[config.mk]
export PLATFORM = sky130hd
export DESIGN_NAME = frame_fcs_append_arp_snoop_core
export DESIGN_NICKNAME = d
export VERILOG_FILES = /design/src/fcsa_pkg.sv /design/src/fcsa_front.sv /design/src/fcsa_queue.sv /design/src/fcsa_back.sv /design/src/frame_fcs_append_arp_snoop_core.sv
export SDC_FILE = /design/constraint.sdc
export NUM_CORES = 1
export LEC_CHECK = 0
export ABC_AREA = 1
export BUFFER_PORTS_ARGS = -buffer_cell sky130_fd_sc_hd__buf_4
export CORE_MARGIN = 2
export CORE_UTILIZATION = 50
export DETAILED_ROUTE_END_ITERATION = 7
export PLACE_DENSITY_LB_ADDON = 0.05
export SYNTH_ARGS = -nofsm -noshare
export SYNTH_HDL_FRONTEND = slang
export SYNTH_HIERARCHICAL = 1
export SYNTH_SLANG_ARGS = --single-unit
export TNS_END_PERCENT = 100
[constraint.sdc]
create_clock -name i_clk -period 5 [get_ports i_clk]
set_clock_uncertainty 0.05 [all_clocks]
set_input_delay 1 -clock i_clk [delete_from_list [all_inputs] [get_ports i_clk]]
set_output_delay 1 -clock i_clk [all_outputs]
set_load 0.005 [all_outputs]
[src/fcsa_pkg.sv]
package fcsa_pkg;

    // Fixed widths of the frame bookkeeping.
    localparam int FCSA_CNT_W = 11;
    localparam int FCSA_MAC_W = 48;
    localparam int FCSA_IP_W  = 32;
    localparam int FCSA_CRC_W = 32;

    // Defaults for the top-level parameters.
    localparam int FCSA_BUFFER_BYTES = 1600;
    localparam int FCSA_QUEUE_DEPTH  = 4;

    // CRC-32, reflected form.
    localparam logic [FCSA_CRC_W-1:0] FCSA_CRC_POLY = 32'hEDB88320;
    localparam logic [FCSA_CRC_W-1:0] FCSA_CRC_INIT = 32'hFFFFFFFF;

    // Byte counter saturates here.
    localparam logic [FCSA_CNT_W-1:0] FCSA_CNT_MAX = 11'd2047;

    // Frame offsets used by the ARP snoop.
    localparam logic [FCSA_CNT_W-1:0] FCSA_IDX_ETYPE_HI = 11'd12;
    localparam logic [FCSA_CNT_W-1:0] FCSA_IDX_ETYPE_LO = 11'd13;
    localparam logic [FCSA_CNT_W-1:0] FCSA_IDX_OPER_HI  = 11'd20;
    localparam logic [FCSA_CNT_W-1:0] FCSA_IDX_OPER_LO  = 11'd21;
    localparam logic [FCSA_CNT_W-1:0] FCSA_IDX_SHA_FIRST = 11'd22;
    localparam logic [FCSA_CNT_W-1:0] FCSA_IDX_SHA_LAST  = 11'd27;
    localparam logic [FCSA_CNT_W-1:0] FCSA_IDX_SPA_FIRST = 11'd28;
    localparam logic [FCSA_CNT_W-1:0] FCSA_IDX_SPA_LAST  = 11'd31;
    localparam logic [FCSA_CNT_W-1:0] FCSA_ARP_MIN_LEN   = 11'd42;

    // Expected header byte values: EtherType 0x0806, opcode 2 (reply).
    localparam logic [7:0] FCSA_ETYPE_HI = 8'h08;
    localparam logic [7:0] FCSA_ETYPE_LO = 8'h06;
    localparam logic [7:0] FCSA_OPER_HI  = 8'h00;
    localparam logic [7:0] FCSA_OPER_LO  = 8'h02;

    // Number of appended FCS bytes.
    localparam logic [2:0] FCSA_FCS_BYTES = 3'd4;

    // One command from the front end to the back end.
    typedef struct packed {
        logic [7:0]            data;
        logic                  last;
        logic                  append;
        logic                  hit;
        logic [FCSA_MAC_W-1:0] mac;
        logic [FCSA_CRC_W-1:0] fcs;
    } t_cmd;

    // One byte of the reflected CRC-32 update.
    function automatic logic [FCSA_CRC_W-1:0] fcsa_crc_byte(
        input logic [FCSA_CRC_W-1:0] crc,
        input logic [7:0]            b
    );
        logic [FCSA_CRC_W-1:0] c;
        c = crc ^ {24'd0, b};
        for (int i = 0; i < 8; i++) begin
            c = (c >> 1) ^ (c[0] ? FCSA_CRC_POLY : '0);
        end
        return c;
    endfunction

endpackage

[src/fcsa_front.sv]
module fcsa_front
    import fcsa_pkg::*;
#(
    parameter int BUFFER_BYTES = FCSA_BUFFER_BYTES
) (
    input  logic                  i_clk,
    input  logic                  i_rst_n,
    input  logic                  i_accept,
    input  logic [7:0]            i_data_byte,
    input  logic                  i_frame_last,
    input  logic [FCSA_IP_W-1:0]  i_server_ip,
    output t_cmd                  o_cmd
);

    localparam logic [FCSA_CNT_W:0] BUF_LIM = (FCSA_CNT_W + 1)'(BUFFER_BYTES);

    logic [FCSA_CRC_W-1:0] r_crc, n_crc;
    logic [FCSA_CNT_W-1:0] r_count, n_count;
    logic                  r_hdr_ok, n_hdr_ok;
    logic [FCSA_MAC_W-1:0] r_mac, n_mac;
    logic [FCSA_IP_W-1:0]  r_ip, n_ip;
    logic                  oversize;
    logic                  hit;

    // Per-byte frame tracking: CRC, count, header check and capture.
    always_comb begin
        n_crc   = fcsa_crc_byte(r_crc, i_data_byte);
        n_count = (r_count < FCSA_CNT_MAX) ? r_count + 1'b1 : FCSA_CNT_MAX;

        n_hdr_ok = r_hdr_ok;
        if ((r_count == FCSA_IDX_ETYPE_HI && i_data_byte != FCSA_ETYPE_HI) ||
            (r_count == FCSA_IDX_ETYPE_LO && i_data_byte != FCSA_ETYPE_LO) ||
            (r_count == FCSA_IDX_OPER_HI  && i_data_byte != FCSA_OPER_HI)  ||
            (r_count == FCSA_IDX_OPER_LO  && i_data_byte != FCSA_OPER_LO)) begin
            n_hdr_ok = 1'b0;
        end

        n_mac = r_mac;
        if (r_count >= FCSA_IDX_SHA_FIRST && r_count <= FCSA_IDX_SHA_LAST) begin
            n_mac = {r_mac[FCSA_MAC_W-9:0], i_data_byte};
        end

        n_ip = r_ip;
        if (r_count >= FCSA_IDX_SPA_FIRST && r_count <= FCSA_IDX_SPA_LAST) begin
            n_ip = {r_ip[FCSA_IP_W-9:0], i_data_byte};
        end
    end

    // Classification of the final byte of a frame.
    assign oversize = ({1'b0, n_count} + (FCSA_CNT_W + 1)'(4)) > BUF_LIM;
    assign hit      = i_frame_last && (n_count >= FCSA_ARP_MIN_LEN) && n_hdr_ok &&
                      (i_server_ip != '0) && (n_ip == i_server_ip);

    always_comb begin
        o_cmd.data   = i_data_byte;
        o_cmd.last   = i_frame_last;
        o_cmd.append = i_frame_last && !oversize;
        o_cmd.hit    = hit;
        o_cmd.mac    = hit ? n_mac : '0;
        o_cmd.fcs    = ~n_crc;
    end

    // Frame state advances on each accepted byte and clears after the last.
    always_ff @(posedge i_clk) begin
        if (!i_rst_n) begin
            r_crc    <= FCSA_CRC_INIT;
            r_count  <= '0;
            r_hdr_ok <= 1'b1;
            r_mac    <= '0;
            r_ip     <= '0;
        end else if (i_accept) begin
            if (i_frame_last) begin
                r_crc    <= FCSA_CRC_INIT;
                r_count  <= '0;
                r_hdr_ok <= 1'b1;
                r_mac    <= '0;
                r_ip     <= '0;
            end else begin
                r_crc    <= n_crc;
                r_count  <= n_count;
                r_hdr_ok <= n_hdr_ok;
                r_mac    <= n_mac;
                r_ip     <= n_ip;
            end
        end
    end

endmodule

[src/fcsa_queue.sv]
module fcsa_queue
    import fcsa_pkg::*;
#(
    parameter int DEPTH = FCSA_QUEUE_DEPTH
) (
    input  logic i_clk,
    input  logic i_rst_n,
    input  logic i_push,
    input  t_cmd i_cmd,
    input  logic i_pop,
    output t_cmd o_cmd,
    output logic o_full,
    output logic o_empty
);

    localparam int PTR_W = (DEPTH > 1) ? $clog2(DEPTH) : 1;
    localparam int CNT_W = $clog2(DEPTH + 1);
    localparam logic [PTR_W-1:0] PTR_LAST = PTR_W'(DEPTH - 1);
    localparam logic [CNT_W-1:0] CNT_FULL = CNT_W'(DEPTH);

    t_cmd             r_slot [DEPTH];
    logic [PTR_W-1:0] r_wr_ptr;
    logic [PTR_W-1:0] r_rd_ptr;
    logic [CNT_W-1:0] r_count;

    assign o_full  = (r_count == CNT_FULL);
    assign o_empty = (r_count == '0);
    assign o_cmd   = r_slot[r_rd_ptr];

    // Command storage.
    always_ff @(posedge i_clk) begin
        if (i_push) begin
            r_slot[r_wr_ptr] <= i_cmd;
        end
    end

    // Pointers and fill count.
    always_ff @(posedge i_clk) begin
        if (!i_rst_n) begin
            r_wr_ptr <= '0;
            r_rd_ptr <= '0;
            r_count  <= '0;
        end else begin
            if (i_push) begin
                r_wr_ptr <= (r_wr_ptr == PTR_LAST) ? '0 : r_wr_ptr + 1'b1;
            end
            if (i_pop) begin
                r_rd_ptr <= (r_rd_ptr == PTR_LAST) ? '0 : r_rd_ptr + 1'b1;
            end
            if (i_push && !i_pop) begin
                r_count <= r_count + 1'b1;
            end else if (i_pop && !i_push) begin
                r_count <= r_count - 1'b1;
            end
        end
    end

endmodule

[src/fcsa_back.sv]
module fcsa_back
    import fcsa_pkg::*;
(
    input  logic                  i_clk,
    input  logic                  i_rst_n,
    input  t_cmd                  i_cmd,
    input  logic                  i_empty,
    output logic                  o_pop,
    output logic                  o_out_valid,
    input  logic                  i_out_stall,
    output logic [7:0]            o_out_byte,
    output logic                  o_fcs_flag,
    output logic                  o_out_last,
    output logic                  o_arp_hit,
    output logic [FCSA_MAC_W-1:0] o_snoop_mac
);

    logic                  r_valid;
    logic [7:0]            r_byte;
    logic                  r_fcs_flag;
    logic                  r_last;
    logic                  r_hit;
    logic [FCSA_MAC_W-1:0] r_mac;
    logic [2:0]            r_pend;
    logic [FCSA_CRC_W-1:0] r_fcs_sr;
    logic                  r_pend_hit;
    logic [FCSA_MAC_W-1:0] r_pend_mac;
    logic                  advance;
    logic                  pend_busy;

    // The output register can take a new result when empty or being taken.
    assign advance   = !r_valid || !i_out_stall;
    assign pend_busy = (r_pend != '0);
    assign o_pop     = advance && !pend_busy && !i_empty;

    always_ff @(posedge i_clk) begin
        if (!i_rst_n) begin
            r_valid <= 1'b0;
            r_pend  <= '0;
        end else if (advance) begin
            if (pend_busy) begin
                // Emit the next FCS byte, least significant first.
                r_valid    <= 1'b1;
                r_byte     <= r_fcs_sr[7:0];
                r_fcs_flag <= 1'b1;
                r_last     <= (r_pend == 3'd1);
                r_hit      <= (r_pend == 3'd1) && r_pend_hit;
                r_mac      <= (r_pend == 3'd1) ? r_pend_mac : '0;
                r_fcs_sr   <= r_fcs_sr >> 8;
                r_pend     <= r_pend - 1'b1;
            end else if (!i_empty) begin
                // Pass a frame byte; a frame that gets an FCS defers its report.
                r_valid    <= 1'b1;
                r_byte     <= i_cmd.data;
                r_fcs_flag <= 1'b0;
                if (i_cmd.append) begin
                    r_last     <= 1'b0;
                    r_hit      <= 1'b0;
                    r_mac      <= '0;
                    r_pend     <= FCSA_FCS_BYTES;
                    r_fcs_sr   <= i_cmd.fcs;
                    r_pend_hit <= i_cmd.hit;
                    r_pend_mac <= i_cmd.mac;
                end else begin
                    r_last <= i_cmd.last;
                    r_hit  <= i_cmd.hit;
                    r_mac  <= i_cmd.mac;
                end
            end else begin
                r_valid <= 1'b0;
            end
        end
    end

    assign o_out_valid = r_valid;
    assign o_out_byte  = r_byte;
    assign o_fcs_flag  = r_fcs_flag;
    assign o_out_last  = r_last;
    assign o_arp_hit   = r_hit;
    assign o_snoop_mac = r_mac;

endmodule

[src/frame_fcs_append_arp_snoop_core.sv]
// An accepted byte goes to a queue slot, then to the output register. Throughput: one
// byte in and one result out per cycle while the queue has room and the output is not
// stalled; a frame with FCS yields its length plus four results, so back-to-back frames
// stall the input once the queue is full. The CRC update is a combinational XOR network.
// Reset: i_rst_n is synchronous, active low; it clears server_ip to zero, the frame state,
// the command queue and the output register.
module frame_fcs_append_arp_snoop_core
    import fcsa_pkg::*;
#(
    parameter int BUFFER_BYTES = FCSA_BUFFER_BYTES,
    parameter int QUEUE_DEPTH  = FCSA_QUEUE_DEPTH
) (
    input  logic                  i_clk,
    input  logic                  i_rst_n,
    input  logic                  i_cfg_valid,
    output logic                  o_cfg_ready,
    input  logic [FCSA_IP_W-1:0]  i_cfg_data,
    input  logic                  i_in_valid,
    output logic                  o_in_stall,
    input  logic [7:0]            i_data_byte,
    input  logic                  i_frame_last,
    output logic                  o_out_valid,
    input  logic                  i_out_stall,
    output logic [7:0]            o_out_byte,
    output logic                  o_fcs_flag,
    output logic                  o_out_last,
    output logic                  o_arp_hit,
    output logic [FCSA_MAC_W-1:0] o_snoop_mac
);

    logic [FCSA_IP_W-1:0] r_server_ip;
    logic                 in_accept;
    logic                 q_full;
    logic                 q_empty;
    logic                 q_pop;
    t_cmd                 front_cmd;
    t_cmd                 q_cmd;

    // Configuration register.
    assign o_cfg_ready = 1'b1;

    always_ff @(posedge i_clk) begin
        if (!i_rst_n) begin
            r_server_ip <= '0;
        end else if (i_cfg_valid && o_cfg_ready) begin
            r_server_ip <= i_cfg_data;
        end
    end

    // Input request is taken whenever the queue has room.
    assign o_in_stall = q_full;
    assign in_accept  = i_in_valid && !o_in_stall;

    fcsa_front #(
        .BUFFER_BYTES(BUFFER_BYTES)
    ) u_front (
        .i_clk        (i_clk),
        .i_rst_n      (i_rst_n),
        .i_accept     (in_accept),
        .i_data_byte  (i_data_byte),
        .i_frame_last (i_frame_last),
        .i_server_ip  (r_server_ip),
        .o_cmd        (front_cmd)
    );

    fcsa_queue #(
        .DEPTH(QUEUE_DEPTH)
    ) u_queue (
        .i_clk   (i_clk),
        .i_rst_n (i_rst_n),
        .i_push  (in_accept),
        .i_cmd   (front_cmd),
        .i_pop   (q_pop),
        .o_cmd   (q_cmd),
        .o_full  (q_full),
        .o_empty (q_empty)
    );

    fcsa_back u_back (
        .i_clk       (i_clk),
        .i_rst_n     (i_rst_n),
        .i_cmd       (q_cmd),
        .i_empty     (q_empty),
        .o_pop       (q_pop),
        .o_out_valid (o_out_valid),
        .i_out_stall (i_out_stall),
        .o_out_byte  (o_out_byte),
        .o_fcs_flag  (o_fcs_flag),
        .o_out_last  (o_out_last),
        .o_arp_hit   (o_arp_hit),
        .o_snoop_mac (o_snoop_mac)
    );

    // A hit is only reported on the final result of a frame.
    a_hit_on_last: assert property (@(posedge i_clk) disable iff (!i_rst_n)
        o_out_valid && o_arp_hit |-> o_out_last)
        else $error("arp hit reported on a result that is not final");

    // The MAC field is zero unless a hit is reported.
    a_mac_zero: assert property (@(posedge i_clk) disable iff (!i_rst_n)
        o_out_valid && !o_arp_hit |-> o_snoop_mac == '0)
        else $error("snooped mac nonzero without a hit");

    // FCS bytes come as an unbroken run up to the final one.
    a_fcs_run: assert property (@(posedge i_clk) disable iff (!i_rst_n)
        o_out_valid && !i_out_stall && o_fcs_flag && !o_out_last
        |=> o_out_valid && o_fcs_flag)
        else $error("fcs byte run broken");

endmodule
==> results.toml, run 1 <==
[clock_network]
hold_buffers = 0
ctsRootBufferMaster = "clkbuf_16"
post_cts_buffers = 0
clock-sinks = 673
cts-htree-levels = 3
cts_resized = 0
clock_latency_ps = 600
cts_made_buffers = 72
clkTransAtPathRegs_ps = 60
cts_tree = "done"
clk_path_buf_depth = 3

[worst_setup_path]
worst-setup-path-type = "reg2reg"
worstPathArrival_ps = 4060
cp-end-kind = "flip-flop"
critPathLaunchType = "flip-flop"
cp_max_fo = 32
critPathRequiredTime_ps = 5310

[global_route]
antenna_found_initial = 1
grt_usage_pct = 23.2
grt_pass1_wl_um = 110000
grt.overflow.total = 0
grt_pass1_vias = 19500
grt_max_degree = 101

[power]
p_per_area_mw_per_mm2 = 523
p_leak_nw = 12.1
ir_worst_vdd_mv = 0.569

[layout]
area_growth_pct = 11.2
instances_no_fill = 3861
drive_gt1_share_pct = 9.66
fillers = 5141
layout.nets = 3096

[sta]
setup_viol = 0
tns_ps = 0
timing.slew.headroom_pct = 31.0
rsz0062_at_grt = "false"
worst_slew_pin_slew_ps = 1030
hold_violations = 0
maxSlewViolCount = 0
period_share_pct = 74.9
hold_ws_ps = 413
clock.fmax_ghz = 0.267
period_needed_ps = 3750

[logic_synthesis]
async_flop_share_pct = 0
synth_edf_count = 504
syn_nets = 3059
synth_fa_ha_area_share_pct = 0.493
ys_ff_latch = 673
ys.warnings.count = 6
syn_inst = 3002
synth_area_leader_cell = "edfxtp_1"
synthXorXnorAreaFrac_pct = 2.17
synth_mux_area_share_pct = 0
synthSimpleGateAreaFrac_pct = 18.7
netlist_area_sq_mm = 0.0294
synth_top_family_by_area = "simple AND/OR/NAND/NOR gates"
synth_common_cells = "nand2_1 (684), edfxtp_1 (504), nor2_1 (332)"
yosysUniqueCellTypes = 41
yosysSeqAreaShare_pct = 62.9
synth_compound_area_share_pct = 8.45
synth.top_cell.area_share_pct = 51.4
avgSynthCellArea_sq_um = 9.80
yosysMostFrequentCell = "nand2_1"
synth_area_leaders = "edfxtp_1 (51%), dfxtp_1 (11%), nand2_1 (8.7%)"
synth_ff_type = "edfxtp_1"

[hold_path]
hold_path_class = "reg2reg"

[routing]
wl_per_cell_um = 18.2
viasPerCell = 5.37
vias = 20700
ant_nets = 0
drt-initial-drc-count = 1656
drt-total-wl_um = 70300
drc = 0
dr.pass1.iters = 5

[floorplanning]
die_w_um = 247
io_pins = 108
fp.dieArea_sq_mm = 0.0608
start_util_pct = 50.8
die_h_um = 247
core_area_sq_mm = 0.0579
rows = 88

[place]
dp_hpwl_um = 42600
dp.cells = 3730
numPortBuffers = 106
finalWeightedCongestion = 0.881

[status]
outcome = "completed"

[job]
max_cap_violations = 0
[routing by layer]
metal	vias to the layer above	part of all wire (%)	GRT usage [%]
li1	10100	-	-
met1	9968	47	33.9
met2	538	45	36.3
met3	97	5.2	3.08
met4	0	2.3	6.87
met5	-	0	0
[critical path, stage by stage (launching register included)]
cell	delay, ps
dfxtp_1	440
ha_1	270
inv_1	90
nand3_2	90
nand3_2	570
nand2_1	330
nand2_1	80
nand2_1	60
nand2_1	50
nor2_1	150
nand2_1	90
nor2_1	130
nand3_2	350
buf_4	380
nor3_1	360
[cell families (layout without fill, tap and decap cells)]
logic type / count (synthesis) / count (layout)
xor gates and xnor gates: 72 / 72
adders and majority gates: 11 / 11
buffers and inverters: 461 / 554
and+or+nand+nor: 1318 / 1318
AOI/OAI and AO/OA: 466 / 466
DFF: 673 / 673
other: 1 / 2
[registers in the layout, indices dropped and copies added (netlist names), 2 cells and up, named ones only]
signal	count
u_queue/r_slot	364
u_back/o_snoop_mac	48
u_back/r_pend_mac	48
u_front/r_mac	48
r_server_ip	32
u_back/r_fcs_sr	32
u_front/r_crc	32
u_front/r_ip	32
u_front/r_count	11
u_back/o_out_byte	8
u_back/r_pend	3
u_queue/r_count	3
u_queue/r_rd_ptr	2
u_queue/r_wr_ptr	2
[final cells by class]
cell class                      instances  area [sq um]  area share, %
Multi-Input combinational cell       1868          8820           26.9
Inverter                              287          1080           3.31
Clock buffer                          102          2030           6.20
Tap cell                              765           957           2.92
Clock inverter                         28           225          0.688
Sequential cell                       673         18500           56.6
Timing Repair Buffer                  137          1090           3.33
Antenna cell                            1          2.50        0.00764
[path summary, 6_finish.rpt]
kind / start / endpoint / slack (ps) / cells after the start
max: u_front/r_count[0] / u_queue/r_slot[3][79] / 1250 / 14
min: u_front/r_mac[25] / u_front/r_mac[25] / 410 / 2
max reg2reg: u_front/r_count[0] / u_queue/r_slot[3][79] / 1250 / 14
min reg2reg: u_front/r_mac[25] / u_front/r_mac[25] / 410 / 2
[metrics by stage]
stage / setup WS [ps] / utilization, % / instance area [sq um] / power, mW
after floorplan: 1180 / - / 29400 / 10.7
after detailed placement: 1320 / 52.6 / 30500 / 12.2
final: 1250 / 56.5 / 32700 / 17.1
after CTS: 1300 / 56.5 / 32700 / 17.3
after global routing: 997 / 56.5 / 32700 / 18.1
after global placement: 1380 / 52.6 / 30500 / 12.1
[layout by cell type (no fill, tap or decap), types with 2 or more instances in the layout]
master,count
bufinv_16,3
clkinv_1,11
buf_12,5
nand3_2,8
o21ai_0,237
inv_2,14
nand4_1,4
a21oi_1,100
dfxtp_1,167
xor2_1,46
edfxtp_1,504
o21ai_1,13
clkinv_8,2
nand2_1,684
nand3_1,215
xnor2_1,25
clkbuf_8,5
nor3_1,37
nor2_4,4
buf_4,132
or2_2,4
nor2_2,4
ha_1,10
nor2_1,328
nor3_2,19
inv_1,267
clkbuf_16,75
nand3b_1,7
clkbuf_1,22
o22ai_1,109
clkinv_2,17
o211ai_1,3
[report_power, final]
part | leakage [nW] | switching [mW] | internal [mW] | total (mW)
Combinational | 5.22 | 2.88 | 1.27 | 4.14
Sequential | 5.80 | 0.343 | 7.56 | 7.90
Clock | 1.11 | 2.10 | 2.98 | 5.08
Total | 12.1 | 5.32 | 11.8 | 17.1
(Power assumes the default switching activity.)
==> run 2: changes to the inputs <==
Clock period 5 ns to 3.7 ns, I/O delays scaled along.
==> run 2 against run 1 <==
Net effect: wire length increased by 2.5%; core utilization increased by 0.42 points; combinational power increased by 40%; clock power increased by 35%; non-clock buffer count increased by 13; register-to-register slack got worse by 910 ps; hold slack got worse by 77 ps; sequential power increased by 34%; sequential cell count unchanged; final area increased by 0.74%; critical path depth decreased by 2; fmax increased by 12%; largest power group unchanged; highest routed layer unchanged.
==> results.toml, run 2 (synthesis results as in run 1) <==
[clock_network]
clk_path_buf_depth = 3
cts_tree = "done"
ctsRootBufferMaster = "clkbuf_16"
cts_made_buffers = 72
hold_buffers = 0
cts-htree-levels = 3
clock-sinks = 673
cts_resized = 0
clkTransAtPathRegs_ps = 60
clock_latency_ps = 600
post_cts_buffers = 0

[sta]
timing.slew.headroom_pct = 26.2
rsz0062_at_grt = "false"
maxSlewViolCount = 0
worst_slew_pin_slew_ps = 1110
period_share_pct = 90.7
setup_viol = 0
hold_violations = 0
clock.fmax_ghz = 0.298
hold_ws_ps = 336
period_needed_ps = 3360
tns_ps = 0

[worst_setup_path]
critPathRequiredTime_ps = 4000
critPathLaunchType = "flip-flop"
worst-setup-path-type = "reg2reg"
cp_top_family = "simple AND/OR/NAND/NOR gates"
worst_path_largest_cell_delay_ps = 510
slowest_stage = "nand3_2"
crit_buf_inv = 2
cp-end-kind = "flip-flop"
crit_chain = "ha_1, inv_1, nand3_2, nand3_2, nand2_1, nand3_1, nand2_1, nand3_1, nor2_1, nand3_2, buf_4, nor3_1"
crit_top_cell = "nand3_2"
worstPathArrival_ps = 3660
cp_max_fo = 34

[routing]
drc = 0
wl_per_cell_um = 18.6
dr.pass1.iters = 8
drt-total-wl_um = 72000
drt-initial-drc-count = 1434
ant_nets = 0
viasPerCell = 5.42
vias = 21000

[global_route]
grt_max_degree = 175
grt_pass1_wl_um = 113000
grt_usage_pct = 23.9
grt_pass1_vias = 20000
grt.overflow.total = 0
antenna_found_initial = 0

[power]
p_per_area_mw_per_mm2 = 707
fin_total_pwr_mw = 23.3
p_leak_nw = 12.2
ir_worst_vdd_mv = 0.762

[floorplanning]
start_util_pct = 50.8
fp.dieArea_sq_mm = 0.0608
rows = 88
die_h_um = 247
io_pins = 108
core_area_sq_mm = 0.0579
die_w_um = 247

[hold_path]
hold_path_class = "in2reg"

[layout]
regMostFlops = "u_queue/r_slot"
layout.nets = 3109
drive_gt1_share_pct = 10.3
multiInputGateArea_sq_mm = 0.00882
register_area_sq_mm = 0.0185
antenna_cells = 0
largest_reg_flops = 364
final_cell_mix = "nand2_1 (684), edfxtp_1 (504), nor2_1 (328)"
final_util_pct = 56.9
fillers = 5041
final_common_cell = "nand2_1"
area_growth_pct = 12.1

[place]
numPortBuffers = 106
dp_hpwl_um = 43400
finalWeightedCongestion = 0.908

[status]
outcome = "completed"

[job]
max_cap_violations = 0
==> run 2: cell types whose count changed in the layout (fill, tap and decap cells not counted), sizes merged <==
cell / delta
clkbuf: -1
clkinv: -1
inv: +3
clkinvlp: +2
buf: +13
bufinv: -1
diode: -1
==> run 2: power by group <==
part	switching [mW]	internal, mW	leakage [nW]
combinational	4.02	1.78	5.33
clock	2.87	3.99	1.12
sequential	0.436	10.2	5.80
==> run 2: final cells by class <==
| type | instances | area share, % |
|---|---|---|
| clock buffer | 101 | 6.17 |
| timing repair buffer | 150 | 4.02 |
| multi-input combinational | 1868 | 26.8 |
| sequential | 673 | 56.2 |
| tap | 765 | 2.90 |
| inverter | 287 | 3.29 |
| clock inverter | 31 | 0.694 |
==> run 2: final timing paths <==
path,startpoint,end,slack [ps],cells after the start
worst max-delay path,u_front/r_count[0],u_queue/r_slot[3][39],340,12
worst min-delay path,i_data_byte[4],u_queue/r_slot[3][87],340,1
worst max register to register,u_front/r_count[0],u_queue/r_slot[3][39],340,12
worst min register to register,u_front/r_mac[26],u_front/r_mac[26],410,2
==> run 2: metal layers <==
metal	share of wire (%)	vias up	global-route usage [%]
met2	47	612	38.8
met3	5.3	86	2.84
li1	-	10200	-
met1	46	10100	34.1
met5	0	-	0
met4	1.8	0	6.75
==> run 2: through the flow <==
step,area [sq um],cells,setup slack (ps)
after CTS,33000,3875,402
after detailed placement,30700,3743,402
after global routing,33000,3875,9.46
after floorplan,29400,3002,66.2
after global placement,30700,3743,615
final,33000,3875,344
